`config.mk`:
```
export PLATFORM = sky130hd
export DESIGN_NAME = sensor_table_with_dedup_and_roles_top
export DESIGN_NICKNAME = d
export VERILOG_FILES = /design/src/hw/rtl/stab_pkg.sv /design/src/hw/rtl/sensor_table_with_dedup_and_roles_top.sv /design/src/hw/rtl/stab_ctrl.sv /design/src/hw/rtl/stab_dp.sv
export SDC_FILE = /design/constraint.sdc
export NUM_CORES = 2
export LEC_CHECK = 0
export BUFFER_PORTS_ARGS = -buffer_cell sky130_fd_sc_hd__buf_2
export CORE_MARGIN = 10
export CORE_UTILIZATION = 35
export CTS_BUF_LIST = sky130_fd_sc_hd__clkbuf_4
export CTS_CLUSTER_SIZE = 14
export DETAILED_ROUTE_END_ITERATION = 6
export PLACE_DENSITY_LB_ADDON = 0.08
export SKIP_LAST_GASP = 1
export SLEW_MARGIN = 5
export SYNTH_ARGS = -nofsm -noshare
export SYNTH_HDL_FRONTEND = slang
export SYNTH_SLANG_ARGS = --single-unit
```
`constraint.sdc`:
```
create_clock -name clk -period 12.4 [get_ports clk]
set_input_delay 3.72 -clock clk [delete_from_list [all_inputs] [get_ports clk]]
set_output_delay 3.72 -clock clk [all_outputs]
set_load 0.1 [all_outputs]
```
`src/hw/rtl/stab_pkg.sv`:
```
// Shared types, constants and codes for the sensor table block.
// Used by the RAM-free datapath, the controller and the top level.
package stab_pkg;

  localparam int TableDepthDefault = 8;
  localparam int RoleCountDefault = 3;
  localparam logic [31:0] MaxAgeReset = 32'd600000;

  localparam logic [1:0] OpUpdate = 2'd0;
  localparam logic [1:0] OpAssign = 2'd1;
  localparam logic [1:0] OpSelect = 2'd2;

  localparam logic [3:0] StAdded = 4'd0;
  localparam logic [3:0] StUpdated = 4'd1;
  localparam logic [3:0] StDup = 4'd2;
  localparam logic [3:0] StNoTemp = 4'd3;
  localparam logic [3:0] StFull = 4'd4;
  localparam logic [3:0] StRoleSet = 4'd5;
  localparam logic [3:0] StNotFound = 4'd6;
  localparam logic [3:0] StSelected = 4'd7;
  localparam logic [3:0] StNone = 4'd8;

  typedef enum logic [2:0] {
    S_IDLE,
    S_SCAN,
    S_ACT,
    S_CLEAR,
    S_DONE
  } state_t;

  typedef struct packed {
    logic load;
    logic scan_clr;
    logic scan_step;
    logic act;
    logic clr_start;
    logic clr_step;
    logic done;
  } cmd_t;

  typedef struct packed {
    logic scan_end;
    logic clr_end;
    logic need_clear;
  } stat_t;

endpackage

```
`src/hw/rtl/sensor_table_with_dedup_and_roles_top.sv`:
```
// Top level of the sensor table with duplicate drop and roles.
// Steps per word: scan, act, a role clear pass when a role assign with a nonzero role hits, done strobe.
// One word at a time; busy stays high through the result strobe, and results cannot be stalled.
// Synchronous active-high rst empties the table, loads the default age limit, idles the controller.
module sensor_table_with_dedup_and_roles_top #(
  parameter int TableDepth = stab_pkg::TableDepthDefault,
  parameter int RoleCount = stab_pkg::RoleCountDefault
) (
  input  logic               clk,
  input  logic               rst,
  input  logic               start,
  output logic               busy,
  input  logic               cfg_we,
  input  logic [31:0]        cfg_data,
  input  logic [1:0]         opcode,
  input  logic [47:0]        sensor_address,
  input  logic [3:0]         presence_mask,
  input  logic signed [15:0] temperature_centi,
  input  logic [13:0]        humidity_centi,
  input  logic [6:0]         battery_level,
  input  logic [7:0]         packet_number,
  input  logic signed [7:0]  signal_strength,
  input  logic [47:0]        time_now_ms,
  input  logic [1:0]         role_code,
  output logic               done,
  output logic [3:0]         status,
  output logic [2:0]         slot_index,
  output logic [47:0]        found_address,
  output logic signed [15:0] found_temperature,
  output logic [13:0]        found_humidity,
  output logic [6:0]         found_battery,
  output logic [3:0]         found_presence,
  output logic signed [7:0]  found_rssi,
  output logic [47:0]        found_last_seen,
  output logic [3:0]         entry_count
);

  stab_pkg::cmd_t  cmd;
  stab_pkg::stat_t stat;

  stab_ctrl u_ctrl (.clk(clk), .rst(rst), .start(start), .stat(stat), .cmd(cmd), .busy(busy));

  stab_dp #(.TableDepth(TableDepth), .RoleCount(RoleCount)) u_dp (
    .clk(clk), .rst(rst), .cmd(cmd), .stat(stat), .cfg_we(cfg_we), .cfg_data(cfg_data),
    .opcode(opcode), .sensor_address(sensor_address), .presence_mask(presence_mask),
    .temperature_centi(temperature_centi), .humidity_centi(humidity_centi),
    .battery_level(battery_level), .packet_number(packet_number),
    .signal_strength(signal_strength), .time_now_ms(time_now_ms), .role_code(role_code),
    .done(done), .status(status), .slot_index(slot_index), .found_address(found_address),
    .found_temperature(found_temperature), .found_humidity(found_humidity),
    .found_battery(found_battery), .found_presence(found_presence),
    .found_rssi(found_rssi), .found_last_seen(found_last_seen), .entry_count(entry_count)
  );

endmodule

```
`src/hw/rtl/stab_ctrl.sv`:
```
// Controller state machine for the sensor table block.
// Depends on stab_pkg; drives the datapath through cmd_t and reads stat_t.
module stab_ctrl (
  input  logic             clk,
  input  logic             rst,
  input  logic             start,
  input  stab_pkg::stat_t  stat,
  output stab_pkg::cmd_t   cmd,
  output logic             busy
);

  stab_pkg::state_t state, state_next;

  always_ff @(posedge clk) begin
    if (rst) begin
      state <= stab_pkg::S_IDLE;
    end else begin
      state <= state_next;
    end
  end

  always_comb begin
    state_next = state;
    case (state)
      stab_pkg::S_IDLE: begin
        if (start) state_next = stab_pkg::S_SCAN;
      end
      stab_pkg::S_SCAN: begin
        if (stat.scan_end) state_next = stab_pkg::S_ACT;
      end
      stab_pkg::S_ACT: begin
        state_next = stat.need_clear ? stab_pkg::S_CLEAR : stab_pkg::S_DONE;
      end
      stab_pkg::S_CLEAR: begin
        if (stat.clr_end) state_next = stab_pkg::S_DONE;
      end
      stab_pkg::S_DONE: state_next = stab_pkg::S_IDLE;
      default: state_next = stab_pkg::S_IDLE;
    endcase
  end

  always_comb begin
    cmd = '0;
    busy = 1'b1;
    case (state)
      stab_pkg::S_IDLE: begin
        busy = 1'b0;
        cmd.load = start;
        cmd.scan_clr = start;
      end
      stab_pkg::S_SCAN: cmd.scan_step = 1'b1;
      stab_pkg::S_ACT: begin
        cmd.act = 1'b1;
        cmd.clr_start = 1'b1;
      end
      stab_pkg::S_CLEAR: cmd.clr_step = 1'b1;
      stab_pkg::S_DONE: cmd.done = 1'b1;
      default: cmd = '0;
    endcase
  end

  a_done_once: assert property (@(posedge clk) disable iff (rst)
    cmd.done |=> !cmd.done) else $error("done repeated");
  a_idle_after_done: assert property (@(posedge clk) disable iff (rst)
    cmd.done |=> !busy) else $error("not idle after done");
  a_load_idle: assert property (@(posedge clk) disable iff (rst)
    cmd.load |-> !$past(busy) || $past(cmd.done)) else $error("load while busy");

endmodule

```
`src/hw/rtl/stab_dp.sv`:
```
// Datapath for the sensor table: record registers, scan unit and result word.
// Depends on stab_pkg; steered by the controller through cmd_t.
module stab_dp #(
  parameter int TableDepth = stab_pkg::TableDepthDefault,
  parameter int RoleCount = stab_pkg::RoleCountDefault
) (
  input  logic                  clk,
  input  logic                  rst,
  input  stab_pkg::cmd_t        cmd,
  output stab_pkg::stat_t       stat,
  input  logic                  cfg_we,
  input  logic [31:0]           cfg_data,
  input  logic [1:0]            opcode,
  input  logic [47:0]           sensor_address,
  input  logic [3:0]            presence_mask,
  input  logic signed [15:0]    temperature_centi,
  input  logic [13:0]           humidity_centi,
  input  logic [6:0]            battery_level,
  input  logic [7:0]            packet_number,
  input  logic signed [7:0]     signal_strength,
  input  logic [47:0]           time_now_ms,
  input  logic [1:0]            role_code,
  output logic                  done,
  output logic [3:0]            status,
  output logic [2:0]            slot_index,
  output logic [47:0]           found_address,
  output logic signed [15:0]    found_temperature,
  output logic [13:0]           found_humidity,
  output logic [6:0]            found_battery,
  output logic [3:0]            found_presence,
  output logic signed [7:0]     found_rssi,
  output logic [47:0]           found_last_seen,
  output logic [3:0]            entry_count
);

  localparam int IW = (TableDepth > 1) ? $clog2(TableDepth) : 1;
  localparam int CW = $clog2(TableDepth + 1);

  logic [47:0] e_addr [TableDepth];
  logic [47:0] e_seen [TableDepth];
  logic [7:0]  e_rssi [TableDepth];
  logic [15:0] e_temp [TableDepth];
  logic [13:0] e_hum  [TableDepth];
  logic [6:0]  e_batt [TableDepth];
  logic [7:0]  e_pkt  [TableDepth];
  logic [3:0]  e_flags [TableDepth];
  logic [1:0]  e_role [TableDepth];

  logic [CW-1:0] used_count;
  logic [31:0]   max_age;
  logic [1:0]  r_op;
  logic [47:0] r_addr;
  logic [3:0]  r_mask;
  logic [15:0] r_temp;
  logic [13:0] r_hum;
  logic [6:0]  r_batt;
  logic [7:0]  r_pkt;
  logic [7:0]  r_rssi;
  logic [47:0] r_now;
  logic [1:0]  r_role;

  logic [CW-1:0] scan_i;
  logic          hit;
  logic [IW-1:0] hit_idx;
  logic [IW-1:0] cur;
  logic          match;
  logic [48:0]   age;
  logic          fresh;
  logic          role_ok;
  logic [IW-1:0] tgt;
  logic [CW-1:0] clr_i;

  assign cur = scan_i[IW-1:0];
  assign age = {1'b0, r_now} - {1'b0, e_seen[cur]};
  assign fresh = (e_seen[cur] != 48'd0) && !age[48] && (age[47:0] <= {16'd0, max_age});
  assign role_ok = ({30'd0, r_role} <= 32'(RoleCount));
  always_comb begin
    match = 1'b0;
    case (r_op)
      stab_pkg::OpSelect: match = (e_role[cur] == r_role) && e_flags[cur][0] && fresh;
      default: match = (e_addr[cur] == r_addr);
    endcase
  end

  assign stat.scan_end = (scan_i >= used_count) || hit;
  assign stat.need_clear = (r_op == stab_pkg::OpAssign) && hit && role_ok
                           && (r_role != 2'd0);
  assign stat.clr_end = (clr_i >= used_count);
  assign tgt = hit ? hit_idx : used_count[IW-1:0];
  assign done = cmd.done;

  always_ff @(posedge clk) begin
    if (rst) begin
      max_age <= stab_pkg::MaxAgeReset;
      used_count <= '0;
    end else begin
      if (cfg_we) max_age <= cfg_data;
      if (cmd.act && r_op == stab_pkg::OpUpdate && r_mask[0] && !hit
          && used_count < CW'(TableDepth))
        used_count <= used_count + 1'b1;
    end
  end

  always_ff @(posedge clk) begin
    if (cmd.load) begin
      r_op <= opcode; r_addr <= sensor_address; r_mask <= presence_mask;
      r_temp <= temperature_centi; r_hum <= humidity_centi;
      r_batt <= battery_level; r_pkt <= packet_number;
      r_rssi <= signal_strength; r_now <= time_now_ms; r_role <= role_code;
    end
    if (cmd.scan_clr) begin
      scan_i <= '0;
      hit <= 1'b0;
      hit_idx <= '0;
    end else if (cmd.scan_step && !stat.scan_end) begin
      if (match && !(r_op == stab_pkg::OpSelect && (r_role == 2'd0 || !role_ok))) begin
        hit <= 1'b1;
        hit_idx <= cur;
      end else begin
        scan_i <= scan_i + 1'b1;
      end
    end
    if (cmd.clr_start) begin
      clr_i <= '0;
    end else if (cmd.clr_step && !stat.clr_end) begin
      if (clr_i[IW-1:0] != hit_idx && e_role[clr_i[IW-1:0]] == r_role)
        e_role[clr_i[IW-1:0]] <= 2'd0;
      clr_i <= clr_i + 1'b1;
    end
    if (cmd.act) begin
      found_address <= '0; found_temperature <= '0; found_humidity <= '0;
      found_battery <= '0; found_presence <= '0; found_rssi <= '0;
      found_last_seen <= '0;
      status <= stab_pkg::StNotFound;
      slot_index <= '0;
      case (r_op)
        stab_pkg::OpUpdate: begin
          if (!r_mask[0]) begin
            status <= stab_pkg::StNoTemp;
          end else if (!hit && used_count >= CW'(TableDepth)) begin
            status <= stab_pkg::StFull;
          end else begin
            slot_index <= 3'(tgt);
            e_seen[tgt] <= r_now;
            e_rssi[tgt] <= r_rssi;
            if (hit && r_mask[3] && e_flags[tgt][3] && e_pkt[tgt] == r_pkt) begin
              status <= stab_pkg::StDup;
            end else begin
              e_temp[tgt] <= r_temp;
              if (r_mask[1]) e_hum[tgt] <= r_hum;
              else if (!hit) e_hum[tgt] <= '0;
              if (r_mask[2]) e_batt[tgt] <= r_batt;
              else if (!hit) e_batt[tgt] <= '0;
              if (r_mask[3]) e_pkt[tgt] <= r_pkt;
              else if (!hit) e_pkt[tgt] <= '0;
              e_flags[tgt] <= (hit ? e_flags[tgt] : 4'd0) | r_mask;
              status <= hit ? stab_pkg::StUpdated : stab_pkg::StAdded;
            end
            if (!hit) begin
              e_addr[tgt] <= r_addr;
              e_role[tgt] <= 2'd0;
            end
          end
        end
        stab_pkg::OpAssign: begin
          if (hit && role_ok) begin
            e_role[hit_idx] <= r_role;
            status <= stab_pkg::StRoleSet;
            slot_index <= 3'(hit_idx);
          end
        end
        stab_pkg::OpSelect: begin
          status <= stab_pkg::StNone;
          if (hit) begin
            status <= stab_pkg::StSelected;
            slot_index <= 3'(hit_idx);
            found_address <= e_addr[hit_idx];
            found_temperature <= e_temp[hit_idx];
            found_humidity <= e_hum[hit_idx];
            found_battery <= e_batt[hit_idx];
            found_presence <= e_flags[hit_idx];
            found_rssi <= e_rssi[hit_idx];
            found_last_seen <= e_seen[hit_idx];
          end
        end
        default: status <= stab_pkg::StNotFound;
      endcase
    end
  end

  assign entry_count = 4'(used_count);

  a_count_max: assert property (@(posedge clk) disable iff (rst)
    used_count <= CW'(TableDepth)) else $error("count overflow");
  a_count_step: assert property (@(posedge clk) disable iff (rst)
    !cmd.act |=> used_count == $past(used_count)) else $error("count moved");
  a_hit_bound: assert property (@(posedge clk) disable iff (rst)
    (cmd.act && hit) |-> ({1'b0, hit_idx} < {1'b0, used_count})) else $error("bad hit");

endmodule
```
After elaboration in Yosys (flattened, before gate mapping)
Memory sizes are Yosys's and may differ from the RTL's. A register that Yosys moved wholly into a read port is not among the register bits.
Index checks and enable logic that the tools add are counted.
W data, S select, Z words.
{"block": "op_classes", "muxes": 111, "bitwise_logic": 5, "eq_ne": 14, "addsub": 4, "n_lt_le_gt_ge": 5, "n_reduce_logical": 44}
{"op": "$mux W1", "count": 75}
{"op": "$mux W3", "count": 20}
{"op": "$sub A48 B48 Y49", "count": 1}
{"op": "$eq A48 B48 Y1", "count": 1}
{"op": "$le A48 B32 Y1", "count": 1}
{"op": "$reduce_bool A48 Y1", "count": 1}
{"op": "$mux W4", "count": 5}
{"op": "$logic_and A1 B1 Y1", "count": 19}
{"op": "$mux W14", "count": 1}
{"op": "$add A4 B1 Y4 const B", "count": 3}
{"op": "$logic_not A1 Y1", "count": 12}
{"op": "$pmux W3 S4", "count": 1}
{"op": "$pmux W4 S3", "count": 1}
{"op": "$mux W2", "count": 5}
{"op": "$eq A8 B8 Y1", "count": 1}
{"op": "$ge A4 B4 Y1", "count": 2}
{"op": "$mux W8", "count": 1}
{"op": "$mux W7", "count": 1}
{"op": "$eq A3 B2 Y1 const B", "count": 2}
{"op": "$pmux W3 S2", "count": 1}
{"op": "$reduce_and A2 Y1", "count": 3}
{"op": "$reduce_or A2 Y1", "count": 3}
{"op": "$eq A2 B2 Y1", "count": 2}
{"op": "$ge A4 B4 Y1 const B", "count": 1}
{"op": "16 further kinds", "count": 20}
{"block": "totals", "regBits": 215, "in_bits": 193, "ram_bits": 1240, "wordCells": 211, "output_inout_bits": 158, "n_memories": 9}
{"memory": "u_dp.e_addr", "depth": 8, "word_bits": 48, "rd": 2, "rd_ports_with_merged_regs": 2, "wr": 1, "line": "stab_dp.sv:39", "text": "logic [47:0] e_addr [TableDepth];"}
{"memory": "u_dp.e_seen", "depth": 8, "word_bits": 48, "rd": 2, "rd_ports_with_merged_regs": 2, "wr": 1, "line": "stab_dp.sv:40", "text": "logic [47:0] e_seen [TableDepth];"}
{"memory": "u_dp.e_temp", "depth": 8, "word_bits": 16, "rd": 1, "rd_ports_with_merged_regs": 1, "wr": 1, "line": "stab_dp.sv:42", "text": "logic [15:0] e_temp [TableDepth];"}
{"memory": "u_dp.e_hum", "depth": 8, "word_bits": 14, "rd": 1, "rd_ports_with_merged_regs": 1, "wr": 1, "line": "stab_dp.sv:43", "text": "logic [13:0] e_hum [TableDepth];"}
{"memory": "u_dp.e_pkt", "depth": 8, "word_bits": 8, "rd": 1, "rd_ports_with_merged_regs": 0, "wr": 1, "line": "stab_dp.sv:45", "text": "logic [7:0] e_pkt [TableDepth];"}
{"memory": "u_dp.e_rssi", "depth": 8, "word_bits": 8, "rd": 1, "rd_ports_with_merged_regs": 1, "wr": 1, "line": "stab_dp.sv:41", "text": "logic [7:0] e_rssi [TableDepth];"}
{"memory": "3 more memories"}

Logic depth before layout (Yosys ltp)
{"block": "logic_depth", "depth_word": 11, "depth_mapped": 31, "mapped_depth_nobuf": 24}

Hierarchy
From an unflattened synthesis, not the netlist that was laid out.
{"block": "hier_totals", "cells_unflattened": 4029, "area_unflattened_um2": 70983.1}
{"mod": "stab_dp", "area_each_um2": 70789.1, "seq_area_each_um2": 47595.6, "cells_per_inst": 4007, "n_inst": 1}
{"mod": "stab_ctrl", "area_each_um2": 193.9, "seq_area_each_um2": 60.1, "cells_per_inst": 22, "n_inst": 1}

Worst setup path after synthesis
OpenSTA, ideal clock, no wires.
{"block": "synth_timing", "path_type": "reg-to-reg", "startpoint": "register u_ctrl.state[2]", "endpoint": "memory u_dp.e_rssi[6][0], enable pin", "setup_time_ps": 469, "synth_period_minus_slack_ps": 9116, "n_path_buf": 1, "arrival_time_ps": 8646, "required_ps": 11931, "stages_incl_launch_ff": 6, "path_slack_ps": 3284, "cell_sequence": "dfxtp_1 nand2b_1 nor2_1 clkbuf_1 nand4_1 nor2_1"}
{"block": "synth_between", "elab_chain_len": 4}
{"item": "start: declaration", "line": "stab_ctrl.sv:12", "text": "stab_pkg::state_t state, state_next;"}
{"item": "start signal: assignment", "line": "stab_ctrl.sv:16", "text": "state <= stab_pkg::S_IDLE;"}
{"item": "start signal: assignment", "line": "stab_ctrl.sv:18", "text": "state <= state_next;"}
{"item": "$eq A3 B2 Y1", "line": "stab_ctrl.sv:45", "text": "case (state)"}
{"item": "$mux W2", "line": "stab_ctrl.sv:45"}
{"item": "$mux W1", "line": "stab_dp.sv:130", "text": "if (cmd.act) begin"}
{"item": "$mux W1 (not written as such)", "line": "stab_dp.sv:145", "text": "e_rssi[tgt] <= r_rssi;"}
{"item": "end: declaration", "line": "stab_dp.sv:41"}
No other way between the ends.

==> flow_summary.toml <==
[run_status]
status = "finished, final reports clean"

[sta]
rsz0062_at_grt = "false"
fin_crit_ns = 7.67
slew_violations = 0
worst_slew_pin_slew_ns = 1.16
fmaxAchievable_mhz = 130
fin_ws_ns = 4.73
hold_violations = 0
maxSlewHeadroom_pct = 22.5
fin_skew_ns = 0.118
timing.final.crit_share_pct = 61.9
fin_setup_tns_ns = 0
setup_viol = 0

[clocking]
cts.repair.resized = 0
postCtsHoldBufs = 0
worst_skew_pair.late_latency_ns = 1.39
cts_htree_levels = 5
cts_max_path_buffers = 4
root_buffer = "clkbuf_4"
cts.clk_slew.worst_paths_ns = 0.06
cts_buffers = 446
cts_setup_buffers = 0
clock_sinks = 1606
cts_tree = "yes"

[yosys]
synth.cell_area_sq_um = 70600
syn_inst = 4113
synth_edf_count = 1549
async_flop_share_pct = 0
yosysUniqueCellTypes = 74
postSynthAreaPerCell_sq_um = 17.2
synth_top_area_share_pct = 65.9
synth_nets = 4404
synth.largest_area_cell = "edfxtp_1"
ys_seq_elements = 1606
synthFlopType = "edfxtp_1"
yosysSeqAreaShare_pct = 67.5
synthTopCellsByCount = "edfxtp_1, mux4_2, nand2_1"
yosysWarnings = 0
synth_area_leaders = "edfxtp_1, mux4_2, nand2_1"
synth.most_common_cell = "edfxtp_1"

[floorplan]
die_h_microns = 469
ios = 351
die_w_microns = 469
num_rows = 164
core_sq_um = 200000
start_util_pct = 35.3
dieArea_sq_um = 220000

[setup_path]
worst-setup-path-type = "reg2reg"
worstSetupEndpointType = "flop"
cp_num_cells = 24
path_buf_inv = 2
crit_fanout = 98
cp.required_ns = 13.67
critPathTopFamily = "simple AND/OR/NAND/NOR gates"
cpPeakStageDelay_ns = 0.63
r2r_cells = 24
worst_path_max_delay_cell = "dfxtp_4"
crit_chain = "buf_12 -> mux4_2 -> mux2_2 -> ha_1 -> fa_1 -> nand3b_1 -> a21oi_1 -> o2111ai_1 -> nand3_1 -> a21boi_0 -> o31ai_1 -> xnor2_1 -> ha_1 -> nand4_1 -> nor4bb_1 -> and2_1 -> nor4_1 -> a2111o_1 -> nor4_1 -> nand4_1 -> nor4_2 -> buf_4 -> or2_1 -> mux2i_1"
crit_path_start_kind = "flop"
arrival_ns = 8.94

[grt]
track_usage_pct = 19.4
antenna_found_initial = 20
gr-total-overflow = 0
grt_max_degree = 119
grt_pass1_vias = 43937
grt_pass1_wl_microns = 311000

[drt]
drt_pass1_iterations = 5
wirelength_microns = 217000
num_vias = 41472
drc = 0
first_iter_violations = 3353
routed_via_density = 5.38
ant_nets = 0
wire_per_inst_microns = 28.1

[power]
p_total_mw = 12.8
power_density_nw_per_um2 = 158
ir_drop_v = 0.0000959
power_leakage_nw = 26.0

[placement]
dpl-instance-area_sq_um = 75400
finalWeightedCongestion = 0.825
hpwl_microns = 131000
dp_slack_ns = 4.71
dp_cells = 6945
port_buffers = 350

[hold_path]
min_path_type = "reg2reg"
hold_depth = 2

[final_layout]
drive_gt1_share_pct = 32.3
fin_cells = 7714
fin_nets = 5028
postLayoutCellArea_sq_um = 80800
syn_to_final_growth_pct = 14.5

[flow_run]
maxCapViolations = 0
## cell usage in the layout, fill, tap and decap left out, types with 16 or more instances in the layout
cell type  netlist  routed
ha_1            97      97
o21ai_0         54      54
o22ai_1         42      42
clkinv_1         0      96
mux2i_1        132     132
dfxtp_1         57      51
nand2b_1        19      19
nand3_1         20      20
nor2_1         183     149
buf_4           11      59
mux4_2         488     488
buf_2           35     350
a21oi_1        250     250
clkbuf_4         0     631
nor4_1          39      39
inv_1           59      57
nand4_1         44      44
a211oi_1        16      16
nand2_1        401     400
nor2_4           0      25
nor2b_1         39      39
nor3_1          60      60
a21o_1          17      17
xor2_1          45      45
xnor2_1         57      57
o211ai_1        21      21
edfxtp_1      1549    1549
## state kept, by name, indices dropped and copies added (netlist names), 56 cells and up, named ones only
name         flops
u_dp.e_hum     112
u_dp.e_addr    384
u_dp.e_batt     56
u_dp.e_temp    128
u_dp.e_pkt      64
u_dp.e_rssi     64
u_dp.e_seen    384
## per-stage QoR
stage          utilization (%)  hold WS (ns)
3_5_place_dp              37.7         0.487
5_1_grt                   40.4         0.537
2_1_floorplan                -         0.456
3_3_place_gp              37.7         0.479
6_report                  40.4         0.495
4_1_cts                   40.4         0.502
## routing by layer
layer,global-route usage [%],wire [microns]
met2,31.2,103000
met3,4.12,12700
met4,6.53,6180
met5,0,85
met1,26.3,94900
## cell families (layout without fill, tap and decap cells)
family	count (synthesis)	in the layout	share of synthesized area [%]
other cells	0	15	0
simple gates	865	865	5.57
buf+inv	298	1228	1.80
compound gates	515	515	4.42
flops	1606	1606	67.5
fa+ha+maj	98	98	1.75
xor+xnor	102	102	1.27
mux	629	629	17.7
## final cells by class
| cell class | count | area (sq um) |
|---|---|---|
| Antenna cell | 15 | 37.5 |
| Clock buffer | 631 | 4740 |
| Clock inverter | 123 | 601 |
| Fill cell | 18504 | 119000 |
| Inverter | 59 | 236 |
| Multi-Input combinational cell | 2209 | 21900 |
| Sequential cell | 1606 | 47700 |
| Tap cell | 2656 | 3320 |
| Timing Repair Buffer | 415 | 2310 |
## report_power, final
| part | internal (mW) | total (mW) | switching (mW) |
|---|---|---|---|
| Clock | 2.40 | 4.64 | 2.24 |
| Combinational | 0.331 | 1.52 | 1.19 |
| Sequential | 6.34 | 6.59 | 0.248 |
| Total | 9.08 | 12.8 | 3.68 |
## worst reg2reg max path: cells and delay by family, from the launching register on
kind | cells | cell delay (ns)
AO/OA/AOI/OAI | 5 | 1.34
XOR/XNOR | 1 | 0.13
adder cells (fa/ha/maj) | 3 | 1.03
buffers and inverters | 2 | 0.79
flip-flops | 1 | 0.63
multiplexers | 3 | 1.24
AND/OR/NAND/NOR | 10 | 2.44
## path summary, 6_finish.rpt
path,startpoint,endpoint,slack [ns]
setup / recovery,flop,flop,4.73
hold / removal,u_dp.max_age[18],u_dp.max_age[18],0.49
setup reg to reg,flop,flop,4.73
hold reg to reg,u_dp.max_age[18],u_dp.max_age[18],0.49
(Power assumes the default switching activity.)
